`src/sv/nvmrf_pkg.sv`:
```
// ----------------------------------------------------------------------------
// nvmrf_pkg
// shared constants, types and helpers of the nvme controller register file
// ----------------------------------------------------------------------------
package nvmrf_pkg;

   // register space geometry
   localparam int unsigned SPACE_BYTES = 8192;
   localparam int unsigned STORE_WORDS = (SPACE_BYTES + 3) / 4;
   localparam int unsigned IDX_W       = $clog2(STORE_WORDS);
   localparam logic [16:0] SPACE_LIMIT = 17'(SPACE_BYTES);
   localparam logic [IDX_W-1:0] LAST_IDX = IDX_W'(STORE_WORDS - 1);

   // reset contents and magic
   localparam logic [63:0] CAP_VALUE  = 64'h0028_0000_0001_0FFF;
   localparam logic [31:0] VS_VALUE   = 32'h0001_0400;
   localparam logic [31:0] NSSR_MAGIC = 32'h4E56_4D65;
   localparam logic [31:0] ONES_32    = 32'hFFFF_FFFF;
   localparam logic [63:0] ONES_64    = 64'hFFFF_FFFF_FFFF_FFFF;

   // byte offsets of the special words
   localparam logic [15:0] OFF_CAP_LO = 16'h0000;
   localparam logic [15:0] OFF_CAP_HI = 16'h0004;
   localparam logic [15:0] OFF_VS     = 16'h0008;
   localparam logic [15:0] OFF_INTMS  = 16'h000C;
   localparam logic [15:0] OFF_INTMC  = 16'h0010;
   localparam logic [15:0] OFF_CC     = 16'h0014;
   localparam logic [15:0] OFF_CSTS   = 16'h001C;
   localparam logic [15:0] OFF_NSSR   = 16'h0020;
   localparam logic [15:0] OFF_CMBLOC = 16'h0038;
   localparam logic [15:0] OFF_CMBSZ  = 16'h003C;

   // word indexes of the words the back end touches by itself
   localparam logic [IDX_W-1:0] IDX_CAP_LO = IDX_W'(OFF_CAP_LO >> 2);
   localparam logic [IDX_W-1:0] IDX_CAP_HI = IDX_W'(OFF_CAP_HI >> 2);
   localparam logic [IDX_W-1:0] IDX_VS     = IDX_W'(OFF_VS >> 2);
   localparam logic [IDX_W-1:0] IDX_INTMS  = IDX_W'(OFF_INTMS >> 2);
   localparam logic [IDX_W-1:0] IDX_CC     = IDX_W'(OFF_CC >> 2);
   localparam logic [IDX_W-1:0] IDX_CSTS   = IDX_W'(OFF_CSTS >> 2);

   // access modes
   localparam logic [1:0] MODE_RD32 = 2'd0;
   localparam logic [1:0] MODE_WR32 = 2'd1;
   localparam logic [1:0] MODE_RD64 = 2'd2;
   localparam logic [1:0] MODE_WR64 = 2'd3;

   // two-entry queues
   localparam logic [1:0] QUEUE_FULL = 2'd2;

   typedef enum logic [3:0] {
      KIND_RD32,
      KIND_RD64,
      KIND_WR32,
      KIND_WR64,
      KIND_IGNORE,
      KIND_MASK_SET,
      KIND_MASK_CLR,
      KIND_SUBSYS_RESET,
      KIND_OOR_RD32,
      KIND_OOR_RD64,
      KIND_OOR_WR
   } cmd_kind_type;

   typedef enum logic [2:0] {
      ST_CLEAR,
      ST_IDLE,
      ST_RD_LO,
      ST_RD_HI,
      ST_RMW,
      ST_WR_HI
   } back_state_type;

   typedef struct packed {
      cmd_kind_type     kind;
      logic [IDX_W-1:0] idx;
      logic [63:0]      data;
   } cmd_type;

   typedef struct packed {
      logic [63:0] read_data;
      logic        out_of_range;
   } rsp_type;

   typedef struct packed {
      logic clearing;
   } back_status_type;

   function automatic logic [31:0] reset_word(input logic [IDX_W-1:0] idx);
      logic [31:0] value;
      case (idx)
         IDX_CAP_LO: value = CAP_VALUE[31:0];
         IDX_CAP_HI: value = CAP_VALUE[63:32];
         IDX_VS:     value = VS_VALUE;
         default:    value = 32'h0;
      endcase
      return value;
   endfunction

endpackage

```
`src/sv/nvmrf_rsp_queue.sv`:
```
// ----------------------------------------------------------------------------
// nvmrf_rsp_queue
// two-entry result queue toward the bus side
// ----------------------------------------------------------------------------
module nvmrf_rsp_queue (
   input  logic               clock,
   input  logic               reset,
   input  logic               rsp_push,
   input  nvmrf_pkg::rsp_type rsp_data,
   output logic               rsp_space,
   output logic               rsp_empty,
   input  logic               rsp_pop,
   output logic [63:0]        rsp_read_data,
   output logic               rsp_out_of_range
);

   nvmrf_pkg::rsp_type queue_ff [2];
   logic               wr_ptr_ff, wr_ptr_in;
   logic               rd_ptr_ff, rd_ptr_in;
   logic [1:0]         count_ff, count_in;
   logic               pop_ok;

   always_comb begin
      rsp_space        = count_ff != nvmrf_pkg::QUEUE_FULL;
      rsp_empty        = count_ff == 2'd0;
      pop_ok           = rsp_pop && !rsp_empty;
      rsp_read_data    = queue_ff[rd_ptr_ff].read_data;
      rsp_out_of_range = queue_ff[rd_ptr_ff].out_of_range;
      wr_ptr_in        = rsp_push ? ~wr_ptr_ff : wr_ptr_ff;
      rd_ptr_in        = pop_ok ? ~rd_ptr_ff : rd_ptr_ff;
      case ({rsp_push, pop_ok})
         2'b10:   count_in = count_ff + 2'd1;
         2'b01:   count_in = count_ff - 2'd1;
         default: count_in = count_ff;
      endcase
   end

   always_ff @(posedge clock) begin
      if (reset) begin
         wr_ptr_ff <= 1'b0;
         rd_ptr_ff <= 1'b0;
         count_ff  <= 2'd0;
      end else begin
         wr_ptr_ff <= wr_ptr_in;
         rd_ptr_ff <= rd_ptr_in;
         count_ff  <= count_in;
      end
   end

   always_ff @(posedge clock) begin
      if (rsp_push) begin
         queue_ff[wr_ptr_ff] <= rsp_data;
      end
   end

endmodule

```
`config.mk`:
```
export PLATFORM = sky130hd
export DESIGN_NAME = nvmrf_rsp_queue
export DESIGN_NICKNAME = d
export VERILOG_FILES = /design/src/sv/nvmrf_pkg.sv /design/src/sv/nvmrf_rsp_queue.sv
export SDC_FILE = /design/constraint.sdc
export NUM_CORES = 1
export LEC_CHECK = 0
export ABC_CLOCK_PERIOD_IN_PS = 5000
export BUFFER_PORTS_ARGS = -buffer_cell sky130_fd_sc_hd__buf_2
export CORE_AREA = 2 2 77 153
export CTS_CLUSTER_DIAMETER = 150
export CTS_CLUSTER_SIZE = 25
export DETAILED_ROUTE_END_ITERATION = 12
export DIE_AREA = 0 0 79 155
export PLACE_DENSITY = 0.69
export SLEW_MARGIN = 40
export SYNTH_ARGS = -nofsm -noshare
export SYNTH_HDL_FRONTEND = slang
export SYNTH_SLANG_ARGS = --single-unit
```
`constraint.sdc`:
```
create_clock -name clock -period 5 [get_ports clock]
set_clock_uncertainty 0.15 [all_clocks]
set_input_delay 0.25 -clock clock [delete_from_list [all_inputs] [get_ports clock]]
set_output_delay 0.25 -clock clock [all_outputs]
set_load 0.03 [all_outputs]
```
Yosys cells after proc, flatten, opt, wreduce, memory -nomap -nowiden
Memory sizes are Yosys's and may differ from the RTL's. A register that Yosys moved wholly into a read port is not among the register bits.
Cells that the tools add are included.
{ "totals": {"ff_bits": 4, "out_inout_bits": 67, "ram_bits": 130, "memories": 1, "input_bits": 69, "wordCells": 20} }
{ "classes": {"n_mux": 5, "n_bitwise": 2, "add_sub_neg": 2, "reduce_logical": 4, "eq_ne": 3} }
{ "memory_table": {"columns": ["memory", "depth", "width", "rd", "rd_clocked_by_memory_dff", "wr", "line", "source"], "rows": [
  ["queue_ff", 2, 65, 1, 1, 1, "nvmrf_rsp_queue.sv:17", "nvmrf_pkg::rsp_type queue_ff [2];"]
]} }
{ "op_table": {"columns": ["operator", "count"], "rows": [
  ["1-bit two-way mux", 4],
  ["2-bit one-hot mux with 2 select lines", 1],
  ["2-bit by 1-bit adder with 2-bit output (second input constant)", 1],
  ["2-bit by 1-bit == test with 1-bit output (second input constant)", 1],
  ["2-bit == test (second input constant)", 1],
  ["2-bit logical NOT", 1],
  ["2-bit != test (second input constant)", 1],
  ["1-bit inverter", 2],
  ["2-bit nonzero test", 1],
  ["2-bit by 1-bit subtractor with 2-bit output (second input constant)", 1],
  ["1-bit logical AND", 1],
  ["1-bit logical NOT", 1]
]} }

Logic depth before layout (Yosys ltp)
{ "depth": {"depth_word": 5, "mapped_depth": 5, "ltp_nobuf": 5} }

Worst setup path before layout
No wires, ideal clock.
{ "synth_path": {"path_type": "register -> register", "from": "register wr_ptr_ff", "to": "memory queue_ff[0][0] (netlist bit), enable pin", "path_buffers": 0, "path_stages_with_launch": 2, "t_arrival_ns": 3.046, "period_less_slack_ns": 3.686, "required_time_ns": 4.360, "setup_time_ns": 0.490, "setup_slack_ns": 1.314, "path_cell_list": "dfxtp_1 > nor2_1"} }
{ "synth_lines": {"columns": ["item", "line", "source"], "rows": [
  ["start: declaration", "nvmrf_rsp_queue.sv:18", "logic wr_ptr_ff, wr_ptr_in;"],
  ["start signal: assignment", "nvmrf_rsp_queue.sv:44", "wr_ptr_ff <= wr_ptr_in;"],
  ["end: declaration", "nvmrf_rsp_queue.sv:17", null]
]} }
No word-level cell before the write port.

==> results.py <==
metrics = {
    "outcome": {
        "outcome": "finished, final reports clean",
    },
    "global_routing": {
        "first_global_vias": 3152,
        "wire_length_of_the_first_global_routing_pass_mm": 15.2,
        "antenna_found_initial": 0,
        "overflow": 0,
        "gr-usage-all-layers_pct": 16.5,
        "pin_count_of_the_biggest_net_entering_global_routing": 49,
    },
    "sta": {
        "final.hold.worst_slack_ns": 0.133,
        "fmax_mhz": 363,
        "post-route-period-util_pct": 55.0,
        "aggregate_negative_setup_slack_ns": 0,
        "max_slew_vio_count": 0,
        "relSlewSlack_pct": 50.4,
        "hold_vio_cnt_final": 0,
        "setup_repair_after_global_routing_missed_its_margin": "no",
        "setup_viol": 0,
        "layout_min_cycle_time_ns": 2.75,
        "worst_slew_pin_slew_ns": 0.744,
        "fin_ws_ns": 2.25,
    },
    "synth": {
        "primary_flip_flop_cell_chosen_by_synthesis_mapping": "sky130_fd_sc_hd__edfxtp_1",
        "synth-edff-count": 130,
        "synth-warning-count": 0,
        "postSynthCellCount": 225,
        "synth.avg_cell_area_um2": 21.8,
        "synth-seq-area-share_pct": 81.8,
        "net_count_synth": 295,
        "netlist_area_um2": 4890,
        "ys_ff_latch": 135,
        "ys_types": 17,
        "async_flop_share_pct": 0,
    },
    "die": {
        "placeableCoreArea_um2": 11100,
        "std_cell_rows": 55,
        "floorplan.initialDensity_pct": 43.9,
        "fp.dieW_um": 79,
        "top_level_ports": 136,
        "floorplan.die.height_um": 155,
        "die_area_um2": 12200,
    },
    "layout": {
        "regArea_um2": 4010,
        "multi_input_area_um2": 848,
        "num-fill-cells": 805,
        "number_of_inserted_diodes": 0,
        "area_growth_syn_to_layout_pct": 41.5,
        "most_frequent_standard_cell_in_the_layout_excluding_fill_and_tap_cells": "sky130_fd_sc_hd__buf_2",
        "finish.net_count": 512,
        "drive_above_1_share_pct": 39.1,
        "final_cell_mix": "sky130_fd_sc_hd__buf_2 (135), sky130_fd_sc_hd__edfxtp_1 (130), sky130_fd_sc_hd__dlygate4sd3_1 (67)",
    },
    "clock_network": {
        "clk_path_buf_depth": 2,
        "htreeDepth": 4,
        "tritoncts_num_sinks": 135,
        "worstSkewPairLatency_ns": 0.39,
        "cts_buffers": 17,
        "cts_root_buffer": "sky130_fd_sc_hd__clkbuf_16",
        "post-cts-setup-buffer-count": 0,
        "cts_tree": "yes",
        "clk_transition_reported_paths_ns": 0.05,
    },
    "route": {
        "drt_total_wl_mm": 9.47,
        "dr.first_iter.drc_count": 143,
        "routed_via_density": 4.64,
        "ant_nets": 0,
        "first_pass_drt_iterations": 4,
        "drc_errors": 0,
        "route.vias.total": 2768,
        "drt-wirelength-per-cell_um": 15.9,
    },
    "setup_path": {
        "critical_path_peak_fanout": 35,
        "worstReg2RegStart": "wr_ptr_ff$_SDFFE_PP0P_",
        "critical_path.startpoint_type": "flip-flop",
        "data_required_critical_path_ns": 4.60,
        "r2r_cells": 2,
        "worst_setup_end_kind": "output pin",
        "setup.reg_to_reg.worst_slack_ns": 2.95,
        "timing.critical_path.arrival_ns": 2.35,
        "critical_path.reg2reg.endpoint": "queue_ff[1][27]$_DFFE_PP_",
        "worstSetupPathType": "reg2out",
    },
    "placed_design": {
        "gp_congestion": 0.709,
        "hpwl_mm": 5.53,
        "dp_worst_setup_slack_ns": 2.60,
        "placement.io_buffers": 135,
    },
    "hold_path": {
        "hold_depth": 4,
        "worstHoldPathType": "in2reg",
        "holdCritStartpoint": "rsp_pop",
    },
    "power": {
        "p_int_uw": 2290,
        "clkPwrFrac_pct": 33.2,
        "power.combinational.fraction_pct": 24.0,
        "max_rail_drop_vdd_v": 0.000321,
        "leakagePower_uw": 0.00264,
        "proportion_of_power_drawn_by_flip_flops_and_latches_pct": 42.7,
        "power_switching_uw": 964,
        "pwr_density_cell_nw_per_um2": 470,
        "switching_share_pct": 29.6,
    },
    "job": {
        "maxCapViolCount": 0,
    },
}
[how the worst max path moves through the flow]
stage / start / to / slack (ns) / cells after the start
3_3_place_gp: flip-flop / rsp_read_data[63] / 2.67 / 3
5_1_grt: flip-flop / rsp_read_data[40] / 2.10 / 3
4_1_cts: flip-flop / rsp_read_data[0] / 2.17 / 3
3_5_place_dp: flip-flop / rsp_read_data[0] / 2.60 / 3
6_report: flip-flop / rsp_read_data[6] / 2.25 / 3
2_1_floorplan: wr_ptr_ff$_SDFFE_PP0P_ / queue_ff[0][0]$_DFFE_PP_ / 1.31 / 1
[kinds of logic after synthesis]
family,synth area share (%)
flip-flops,81.8
multiplexers,15.0
AND/OR/NAND/NOR,0.844
buffers and inverters,1.05
XOR/XNOR,0.716
AO/OA/AOI/OAI,0.383
adder cells (fa/ha/maj),0.256
[repair_timing]
item                                   4_1_cts  5_1_grt
endpoints found under the hold margin      135        0
resized for setup                            0        0
hold buffers                                67        0
[power groups by stage]
stage                     sequential, uW  clock [uW]  combinational, uW
after floorplan                     1370           0                582
after global routing                1400        1160                834
final                               1390        1080                782
after global placement              1410           0                727
after CTS                           1390        1110                784
after detailed placement            1420           0                738
[cells in the mapped netlist (2+ instances only)]
library cell | count | share of area, %
sky130_fd_sc_hd__buf_2 | 2 | 0.20
sky130_fd_sc_hd__buf_4 | 5 | 0.77
sky130_fd_sc_hd__dfxtp_1 | 5 | 2.0
sky130_fd_sc_hd__edfxtp_1 | 130 | 80
sky130_fd_sc_hd__mux2_1 | 55 | 13
sky130_fd_sc_hd__mux2_2 | 10 | 2.3
sky130_fd_sc_hd__nor2_1 | 6 | 0.46
sky130_fd_sc_hd__xnor2_1 | 3 | 0.54
[flip-flops by register name, summed over array words and instances (netlist names), named ones only]
signal,cells
wr_ptr_ff,1
rd_ptr_ff,1
count_ff,2
queue_ff,130
[through the flow]
step                instances  utilization, %  power, uW  instance area (um^2)
floorplan                 225               -       1960                  4890
global placement          498            51.4       2140                  5730
detailed placement        498            51.4       2150                  5730
CTS                       597            62.1       3290                  6930
global route              597            62.1       3400                  6930
finish                    597            62.1       3250                  6930
[layer usage]
layer  vias to the layer above  GRT usage (%)  wire (um)
li1                       1319              -          -
met1                      1310           19.6       4030
met2                       133           27.2       4760
met3                         6           5.80        604
met4                         0           6.24         76
met5                         -              0          0
[cell type report]
type | count | area share (%)
sequential | 135 | 57.8
timing repair buffer | 205 | 19.8
multi-input combinational | 82 | 12.2
clock buffer | 20 | 6.30
tap | 142 | 2.57
clock inverter | 12 | 1.25
inverter | 1 | 0.0542
[critical path, stage by stage (launching register included)]
cell and delay (ns):
sky130_fd_sc_hd__dfxtp_2 0.81, sky130_fd_sc_hd__buf_4 0.55, sky130_fd_sc_hd__mux2_2 0.40, sky130_fd_sc_hd__buf_2 0.18
No activity file was read; power rests on OpenSTA's default activity.
