--- config.mk ---
export PLATFORM = sky130hd
export DESIGN_NAME = nvmrf_front
export DESIGN_NICKNAME = d
export VERILOG_FILES = /design/src/sv/nvmrf_pkg.sv /design/src/sv/nvmrf_front.sv
export SDC_FILE = /design/constraint.sdc
export NUM_CORES = 1
export LEC_CHECK = 0
export ABC_CLOCK_PERIOD_IN_PS = 9800
export BUFFER_PORTS_ARGS = -buffer_cell sky130_fd_sc_hd__buf_4
export CAP_MARGIN = 20
export CORE_MARGIN = 1.5
export CORE_UTILIZATION = 25
export DETAILED_ROUTE_END_ITERATION = 10
export SLEW_MARGIN = 20
export SYNTH_ARGS = -nofsm -noshare
export SYNTH_HDL_FRONTEND = slang
export SYNTH_SLANG_ARGS = --single-unit
--- constraint.sdc ---
create_clock -name clock -period 9.8 [get_ports clock]
set_clock_uncertainty 0.2 [all_clocks]
set_input_delay 2.45 -clock clock [delete_from_list [all_inputs] [get_ports clock]]
set_output_delay 2.45 -clock clock [all_outputs]
set_load 0.02 [all_outputs]
--- src/sv/nvmrf_pkg.sv ---
// ----------------------------------------------------------------------------
// nvmrf_pkg
// shared constants, types and helpers of the nvme controller register file
// ----------------------------------------------------------------------------
package nvmrf_pkg;

   // register space geometry
   localparam int unsigned SPACE_BYTES = 8192;
   localparam int unsigned STORE_WORDS = (SPACE_BYTES + 3) / 4;
   localparam int unsigned IDX_W       = $clog2(STORE_WORDS);
   localparam logic [16:0] SPACE_LIMIT = 17'(SPACE_BYTES);
   localparam logic [IDX_W-1:0] LAST_IDX = IDX_W'(STORE_WORDS - 1);

   // reset contents and magic
   localparam logic [63:0] CAP_VALUE  = 64'h0028_0000_0001_0FFF;
   localparam logic [31:0] VS_VALUE   = 32'h0001_0400;
   localparam logic [31:0] NSSR_MAGIC = 32'h4E56_4D65;
   localparam logic [31:0] ONES_32    = 32'hFFFF_FFFF;
   localparam logic [63:0] ONES_64    = 64'hFFFF_FFFF_FFFF_FFFF;

   // byte offsets of the special words
   localparam logic [15:0] OFF_CAP_LO = 16'h0000;
   localparam logic [15:0] OFF_CAP_HI = 16'h0004;
   localparam logic [15:0] OFF_VS     = 16'h0008;
   localparam logic [15:0] OFF_INTMS  = 16'h000C;
   localparam logic [15:0] OFF_INTMC  = 16'h0010;
   localparam logic [15:0] OFF_CC     = 16'h0014;
   localparam logic [15:0] OFF_CSTS   = 16'h001C;
   localparam logic [15:0] OFF_NSSR   = 16'h0020;
   localparam logic [15:0] OFF_CMBLOC = 16'h0038;
   localparam logic [15:0] OFF_CMBSZ  = 16'h003C;

   // word indexes of the words the back end touches by itself
   localparam logic [IDX_W-1:0] IDX_CAP_LO = IDX_W'(OFF_CAP_LO >> 2);
   localparam logic [IDX_W-1:0] IDX_CAP_HI = IDX_W'(OFF_CAP_HI >> 2);
   localparam logic [IDX_W-1:0] IDX_VS     = IDX_W'(OFF_VS >> 2);
   localparam logic [IDX_W-1:0] IDX_INTMS  = IDX_W'(OFF_INTMS >> 2);
   localparam logic [IDX_W-1:0] IDX_CC     = IDX_W'(OFF_CC >> 2);
   localparam logic [IDX_W-1:0] IDX_CSTS   = IDX_W'(OFF_CSTS >> 2);

   // access modes
   localparam logic [1:0] MODE_RD32 = 2'd0;
   localparam logic [1:0] MODE_WR32 = 2'd1;
   localparam logic [1:0] MODE_RD64 = 2'd2;
   localparam logic [1:0] MODE_WR64 = 2'd3;

   // two-entry queues
   localparam logic [1:0] QUEUE_FULL = 2'd2;

   typedef enum logic [3:0] {
      KIND_RD32,
      KIND_RD64,
      KIND_WR32,
      KIND_WR64,
      KIND_IGNORE,
      KIND_MASK_SET,
      KIND_MASK_CLR,
      KIND_SUBSYS_RESET,
      KIND_OOR_RD32,
      KIND_OOR_RD64,
      KIND_OOR_WR
   } cmd_kind_type;

   typedef enum logic [2:0] {
      ST_CLEAR,
      ST_IDLE,
      ST_RD_LO,
      ST_RD_HI,
      ST_RMW,
      ST_WR_HI
   } back_state_type;

   typedef struct packed {
      cmd_kind_type     kind;
      logic [IDX_W-1:0] idx;
      logic [63:0]      data;
   } cmd_type;

   typedef struct packed {
      logic [63:0] read_data;
      logic        out_of_range;
   } rsp_type;

   typedef struct packed {
      logic clearing;
   } back_status_type;

   function automatic logic [31:0] reset_word(input logic [IDX_W-1:0] idx);
      logic [31:0] value;
      case (idx)
         IDX_CAP_LO: value = CAP_VALUE[31:0];
         IDX_CAP_HI: value = CAP_VALUE[63:32];
         IDX_VS:     value = VS_VALUE;
         default:    value = 32'h0;
      endcase
      return value;
   endfunction

endpackage

--- src/sv/nvmrf_front.sv ---
// ----------------------------------------------------------------------------
// nvmrf_front
// accepts bus transactions, classifies them and queues them for the back end
// ----------------------------------------------------------------------------
module nvmrf_front (
   input  logic                       clock,
   input  logic                       reset,
   input  logic                       req_push,
   output logic                       req_full,
   input  logic [1:0]                 req_mode,
   input  logic [15:0]                req_offset,
   input  logic [63:0]                req_write_data,
   input  nvmrf_pkg::back_status_type status,
   output logic                       cmd_valid,
   output nvmrf_pkg::cmd_type         cmd_head,
   input  logic                       cmd_ready
);

   logic [15:0]            off_al;
   logic [16:0]            off_ext;
   logic                   in_space;
   nvmrf_pkg::cmd_type     cmd_new;
   nvmrf_pkg::cmd_type     queue_ff [2];
   logic                   wr_ptr_ff, wr_ptr_in;
   logic                   rd_ptr_ff, rd_ptr_in;
   logic [1:0]             count_ff, count_in;
   logic                   push_ok;
   logic                   pop_ok;

   // classification
   always_comb begin
      off_al  = {req_offset[15:2], 2'b00};
      off_ext = {1'b0, off_al};
      if (req_mode[1]) begin
         in_space = (off_ext + 17'd8) <= nvmrf_pkg::SPACE_LIMIT;
      end else begin
         in_space = off_ext < nvmrf_pkg::SPACE_LIMIT;
      end
      cmd_new.idx  = off_al[nvmrf_pkg::IDX_W+1:2];
      cmd_new.data = req_write_data;
      case (req_mode)
         nvmrf_pkg::MODE_RD32: begin
            cmd_new.kind = in_space ? nvmrf_pkg::KIND_RD32 : nvmrf_pkg::KIND_OOR_RD32;
         end
         nvmrf_pkg::MODE_RD64: begin
            cmd_new.kind = in_space ? nvmrf_pkg::KIND_RD64 : nvmrf_pkg::KIND_OOR_RD64;
         end
         nvmrf_pkg::MODE_WR64: begin
            cmd_new.kind = in_space ? nvmrf_pkg::KIND_WR64 : nvmrf_pkg::KIND_OOR_WR;
         end
         default: begin
            if (!in_space) begin
               cmd_new.kind = nvmrf_pkg::KIND_OOR_WR;
            end else begin
               case (off_al)
                  nvmrf_pkg::OFF_CAP_LO, nvmrf_pkg::OFF_CAP_HI, nvmrf_pkg::OFF_VS,
                  nvmrf_pkg::OFF_CSTS, nvmrf_pkg::OFF_CMBLOC, nvmrf_pkg::OFF_CMBSZ: begin
                     cmd_new.kind = nvmrf_pkg::KIND_IGNORE;
                  end
                  nvmrf_pkg::OFF_INTMS: cmd_new.kind = nvmrf_pkg::KIND_MASK_SET;
                  nvmrf_pkg::OFF_INTMC: cmd_new.kind = nvmrf_pkg::KIND_MASK_CLR;
                  nvmrf_pkg::OFF_NSSR: begin
                     cmd_new.kind = (req_write_data[31:0] == nvmrf_pkg::NSSR_MAGIC) ?
                                    nvmrf_pkg::KIND_SUBSYS_RESET : nvmrf_pkg::KIND_IGNORE;
                  end
                  default: cmd_new.kind = nvmrf_pkg::KIND_WR32;
               endcase
            end
         end
      endcase
   end

   // queue control
   always_comb begin
      req_full  = (count_ff == nvmrf_pkg::QUEUE_FULL) || status.clearing;
      push_ok   = req_push && !req_full;
      cmd_valid = count_ff != 2'd0;
      pop_ok    = cmd_valid && cmd_ready;
      cmd_head  = queue_ff[rd_ptr_ff];
      wr_ptr_in = push_ok ? ~wr_ptr_ff : wr_ptr_ff;
      rd_ptr_in = pop_ok ? ~rd_ptr_ff : rd_ptr_ff;
      case ({push_ok, pop_ok})
         2'b10:   count_in = count_ff + 2'd1;
         2'b01:   count_in = count_ff - 2'd1;
         default: count_in = count_ff;
      endcase
   end

   always_ff @(posedge clock) begin
      if (reset) begin
         wr_ptr_ff <= 1'b0;
         rd_ptr_ff <= 1'b0;
         count_ff  <= 2'd0;
      end else begin
         wr_ptr_ff <= wr_ptr_in;
         rd_ptr_ff <= rd_ptr_in;
         count_ff  <= count_in;
      end
   end

   always_ff @(posedge clock) begin
      if (push_ok) begin
         queue_ff[wr_ptr_ff] <= cmd_new;
      end
   end

endmodule

---- Yosys cells after proc, flatten, opt, wreduce, memory -nomap -nowiden ----
Memories as Yosys holds them, arrays and structs flattened. A register that Yosys moved wholly into a read port is not among the register bits.
Index checks and enable logic that the tools add are counted.
storage, ports and cells
  memories kept ........................... 1
  bits in writable memories ............... 158
  input bits .............................. 87
  output and inout bits ................... 81
  register bits ........................... 4
memory list
  memory    words  width  rd ports  clocked after Yosys merged registers in  wr ports  RTL line           RTL
  queue_ff  2      79     1         1                                        1         nvmrf_front.sv:23  nvmrf_pkg::cmd_type queue_ff [2];
operators by class
  add/sub/neg operators ................... 3
  equality and inequality tests ........... 14
  bitwise gates (word level) .............. 2
  reductions and logical operators ........ 9
  muxes and demuxes ....................... 13
  $lt $le $gt $ge ......................... 2
operator list
  operator                 count
  $eq A14 B4 Y1 const B    3
  $eq A32 B31 Y1 const B   1
  $eq A14 B2 Y1 const B    2
  $eq A14 B3 Y1 const B    2
  $add A16 B4 Y17 const B  1
  $le A17 B14 Y1 const B   1
  $lt A16 B14 Y1 const B   1
  $mux W4                  4
  $eq A14 B1 Y1 const B    1
  $logic_not A14 Y1        1
  $pmux W3 S4              1
  $pmux W4 S3              1
  $eq A2 B2 Y1 const B     4
  $reduce_or A6 Y1         1
  $mux W1                  5
  $pmux W2 S2              1
  $reduce_bool A2 Y1       2
  $add A2 B1 Y2 const B    1
  $eq A2 B1 Y1 const B     1
  $logic_and A1 B1 Y1      2
  $logic_not A2 Y1         1
  $mux W2                  1
  $not A1 Y1               2
  $sub A2 B1 Y2 const B    1
  other kinds (2)          2

---- Depth between registers and ports, before layout ----
  depth in word-level cells ............... 6
  gate-level depth with buffers ........... 7
  gate-level depth less buffers ........... 7

---- Least setup slack after synthesis ----
OpenSTA, ideal clock, no wires.
  kind .................................... input-to-reg
  start point ............................. in status
  end point ............................... mem queue_ff[0][0] (netlist bit), enable pin
  slack ................................... 3037 ps
  library setup time ...................... 517 ps
  arrival time ............................ 6046 ps
  cell stages on the path ................. 3
  path through ............................ a21oi_1 > nand2_1 > nor2_1
between the ends
  cells in the longest elaborated chain, start to end .. 5
ends and longest elaborated chain
  what                           RTL line            RTL
  from (decl)                    nvmrf_front.sv:13   input nvmrf_pkg::back_status_type status,
  $logic_or A1 B1 Y1             nvmrf_front.sv:75   req_full = (count_ff == nvmrf_pkg::QUEUE_FULL) || status.clearing;
  $logic_not A1 Y1               nvmrf_front.sv:76   push_ok = req_push && !req_full;
  $logic_and A1 B1 Y1            nvmrf_front.sv:76
  $mux W1                        nvmrf_front.sv:102  if (push_ok) begin
  $mux W1 (not written as such)  nvmrf_front.sv:103  queue_ff[wr_ptr_ff] <= cmd_new;
  to (decl)                      nvmrf_front.sv:23
No other way between the ends.

---- Worst setup path in the final report ----
  start point ............................. in status
  end point ............................... out req_full
between the ends
  cells in the longest elaborated chain, start to end .. 1
ends and longest elaborated chain
  what                RTL line           RTL
  $logic_or A1 B1 Y1  nvmrf_front.sv:75
  to (decl)           nvmrf_front.sv:9   output logic req_full,
No other way between the ends.

==> summary.md <==
Counting tap cells, the placed design contains a total of 820 instances. After layout, the worst setup slack is 4130 ps. For this run, the number of standard cells in the final layout without fillers is 854.

The most common library cell in the layout ignoring fill and taps is buf_4. Synthesis produced a netlist whose cell count is 334. For the number of distinct library cell variants in the gate-level netlist after synthesis, the log shows 43.

OpenSTA, run right after detailed placement, puts the worst setup slack at 4140 ps. The count of buffers added on input and output ports is 165. The clock transition at the registers of the reported paths works out to 70 ps. For the worst setup path, the data required time is 7150 ps. For this run, the top clock speed supported by timing is 0.176 GHz. Power comes to 2.02 mW. Average via count per standard cell: 4.22. The root buffer cell chosen for the clock tree is clkbuf_16. In the layout the commonest cells are 166 x buf_4, 158 x edfxtp_1, 80 x mux2_2, 17 x clkbuf_16, 10 x nor2_1.

Counting I/O delays and the setup requirement, the final critical path takes 5670 ps. The area enclosed by the die boundary came out at 0.0263 sq mm. The synthesized design devotes to its leading area cell type 74.8% of total area.

In this run, synthesis produced a sequential element count of 163. For the half-perimeter wire length after detailed placement, the log shows 8980 um. The run gives 3.06 nW as the leakage power.

During I/O placement, the number of pins put on the boundary was 168. The worst relative slew slack is 45.6%. Critical setup path kind: in -> out. The routed design has 13,700 um of wire. Across the run, the number of max-cap violations was 0.

The tools report the number of buffers added by the clock tree synthesis step as 17. For the aggregate negative setup slack, the log shows 0 ps. The tools report the critical path startpoint category as an input port.

For this run, design rule violations remaining after detail routing come to 0. TritonCTS built the clock tree. The tools report the latest clock arrival within the worst-skew pair as 410 ps.

The number of gates resized after CTS was 0. The total global routing track utilization is 10.6%. Of the synthesized area, sequential elements account for 76.4%. The flow ran to the end, and the final reports show no timing, DRC or antenna violations.

In this run the power density over the cells is 235 mW/mm^2. The die span in x is 162 um. By area the synthesized netlist is led by edfxtp_1 75%, mux2_2 14%, dfxtp_1 1.6%. Worst voltage drop across the vdd grid: 0.0911 mV. Die span in y: 162 um.

At the pin with the least slew margin, the transition time is 804 ps. The region available for standard cell placement spans 0.0250 sq mm. The final max-slew violation count is 0, and the antenna diode instance count is 0. In the synthesized netlist the dominant register cell turns out to be edfxtp_1. The via count of the first global-routing pass is 3,879.

Summing every instance area after synthesis gives 0.00634 sq mm. In the finished design, the share of the clock period the worst path needs comes to 57.9%. Mean instance size in the synthesized netlist: 19.0 sq um. The initial utilization of the core area, before any placement, comes to 25.3%. The type of element capturing the critical path is a primary output. From synthesis to final layout, the design area changed by 35.6%. The detailed router placed 3,608 vias in this run. The clock tree synthesis step divided the H-tree into 4 levels. The share of layout cells above drive strength 1 works out to 55.2%. The average wire length per cell after detail routing came out at 16.0 um. Buffers added to address setup during post-CTS repair amount to 0. The logs give 0 for the post-route antenna net violation count and 163 for the number of clock sinks. Counting flops with an async set or reset pin after synthesis yields a share of 0%.

For the arrival time at the worst endpoint, the log shows 3020 ps. Final hold analysis gives a worst-case slack of 315 ps. For the number of antenna violations at the first check in global routing, the log shows 0.

Setup repair after global routing left no endpoint under its margin. The buffer levels on the longest clock path came out at 2. Post-synthesis cell type with the largest combined area: edfxtp_1.

The tools report the number of standard-cell rows in the floorplan as 58. The run gives 4 as the number of search-and-repair iterations in the first detailed-routing pass. Global routing finished with a remaining overflow of 0. Entering global routing, the biggest net connects 80 pins. The summed area of non-filler cells in the final layout was 0.00860 sq mm; the net count after synthesis was 423. The run gives 34.4% as the final core utilization. After detailed placement, the total cell area comes to 0.00799 sq mm. Of all nets on the critical path, the largest fanout is 3. The warning count from the yosys run is 0, and the last weighted congestion value of the routability-driven placer is 0.746.

In this run the worst hold path is classified as reg -> reg. At the end of the flow, the number of nets in the layout was 600. The count of flip-flops with a built-in enable after synthesis is 158.

For this design, the CTS-stage hold fixing added 0 buffers. The tools report the first-pass GRT wire length as 20,800 um. The hold violation total from the final report is 0, and the final setup violation count is 0. The violation count after the first detailed-routing iteration was 133.
-- flip-flops by register name, indices dropped and copies added (netlist names), named ones only --
name and count:
wr_ptr_ff 1, rd_ptr_ff 1, queue_ff 158, count_ff 2
-- metal layers --
layer	up-vias	track usage, %	share of wire [%]
met3	10	3.45	5.3
met1	1808	12.2	42
met2	108	18.2	52
met5	-	0	0
met4	0	3.96	0.91
li1	1682	-	-
-- where the power goes --
part	total [mW]	internal [mW]	leakage [nW]	switching, mW
Clock	0.639	0.359	0.269	0.280
Combinational	0.521	0.256	1.30	0.265
Sequential	0.859	0.822	1.49	0.0366
Total	2.02	1.44	3.06	0.582
-- cells in the mapped netlist (all sizes together), types with 4 or more instances --
library cell  instances
edfxtp              158
mux2                 80
nor2                 11
clkbuf                7
nand4                 7
dfxtp                 5
nand3                 5
xnor2                 5
a21oi                 4
buf                   4
-- final timing paths --
kind	cells past startpoint	end	startpoint	slack [ps]
hold / removal	2	count_ff[1]	count_ff[1]	320
setup reg to reg	5	queue_ff[0][66]	count_ff[0]	7200
setup / recovery	4	req_full	status	4130
hold reg to reg	2	count_ff[1]	count_ff[1]	320
-- logic make-up (layout without fill, tap and decap cells) --
family | Yosys count | after routing | share of synthesized area [%]
mux | 81 | 81 | 14.4
xor+xnor | 8 | 8 | 1.10
compound gates | 19 | 19 | 2.23
simple gates | 47 | 47 | 4.56
flops | 163 | 163 | 76.4
buf+inv | 14 | 204 | 0.986
fa+ha+maj | 2 | 2 | 0.394
-- final cells by class --
| cell class | count | area (sq um) |
|---|---|---|
| flip-flops and latches | 163 | 4850 |
| repair buffers | 169 | 1310 |
| clock inverters | 14 | 128 |
| clock buffers | 18 | 439 |
| well taps | 330 | 413 |
| multi-input cells | 157 | 1450 |
| fillers | 2424 | 16400 |
| inverters | 3 | 11.3 |
-- critical path: stages --
cell and delay [ps]:
buf_4 110, a21oi_1 230, inv_1 80, buf_4 160
Note: power is estimated with default switching activity, not from simulation.
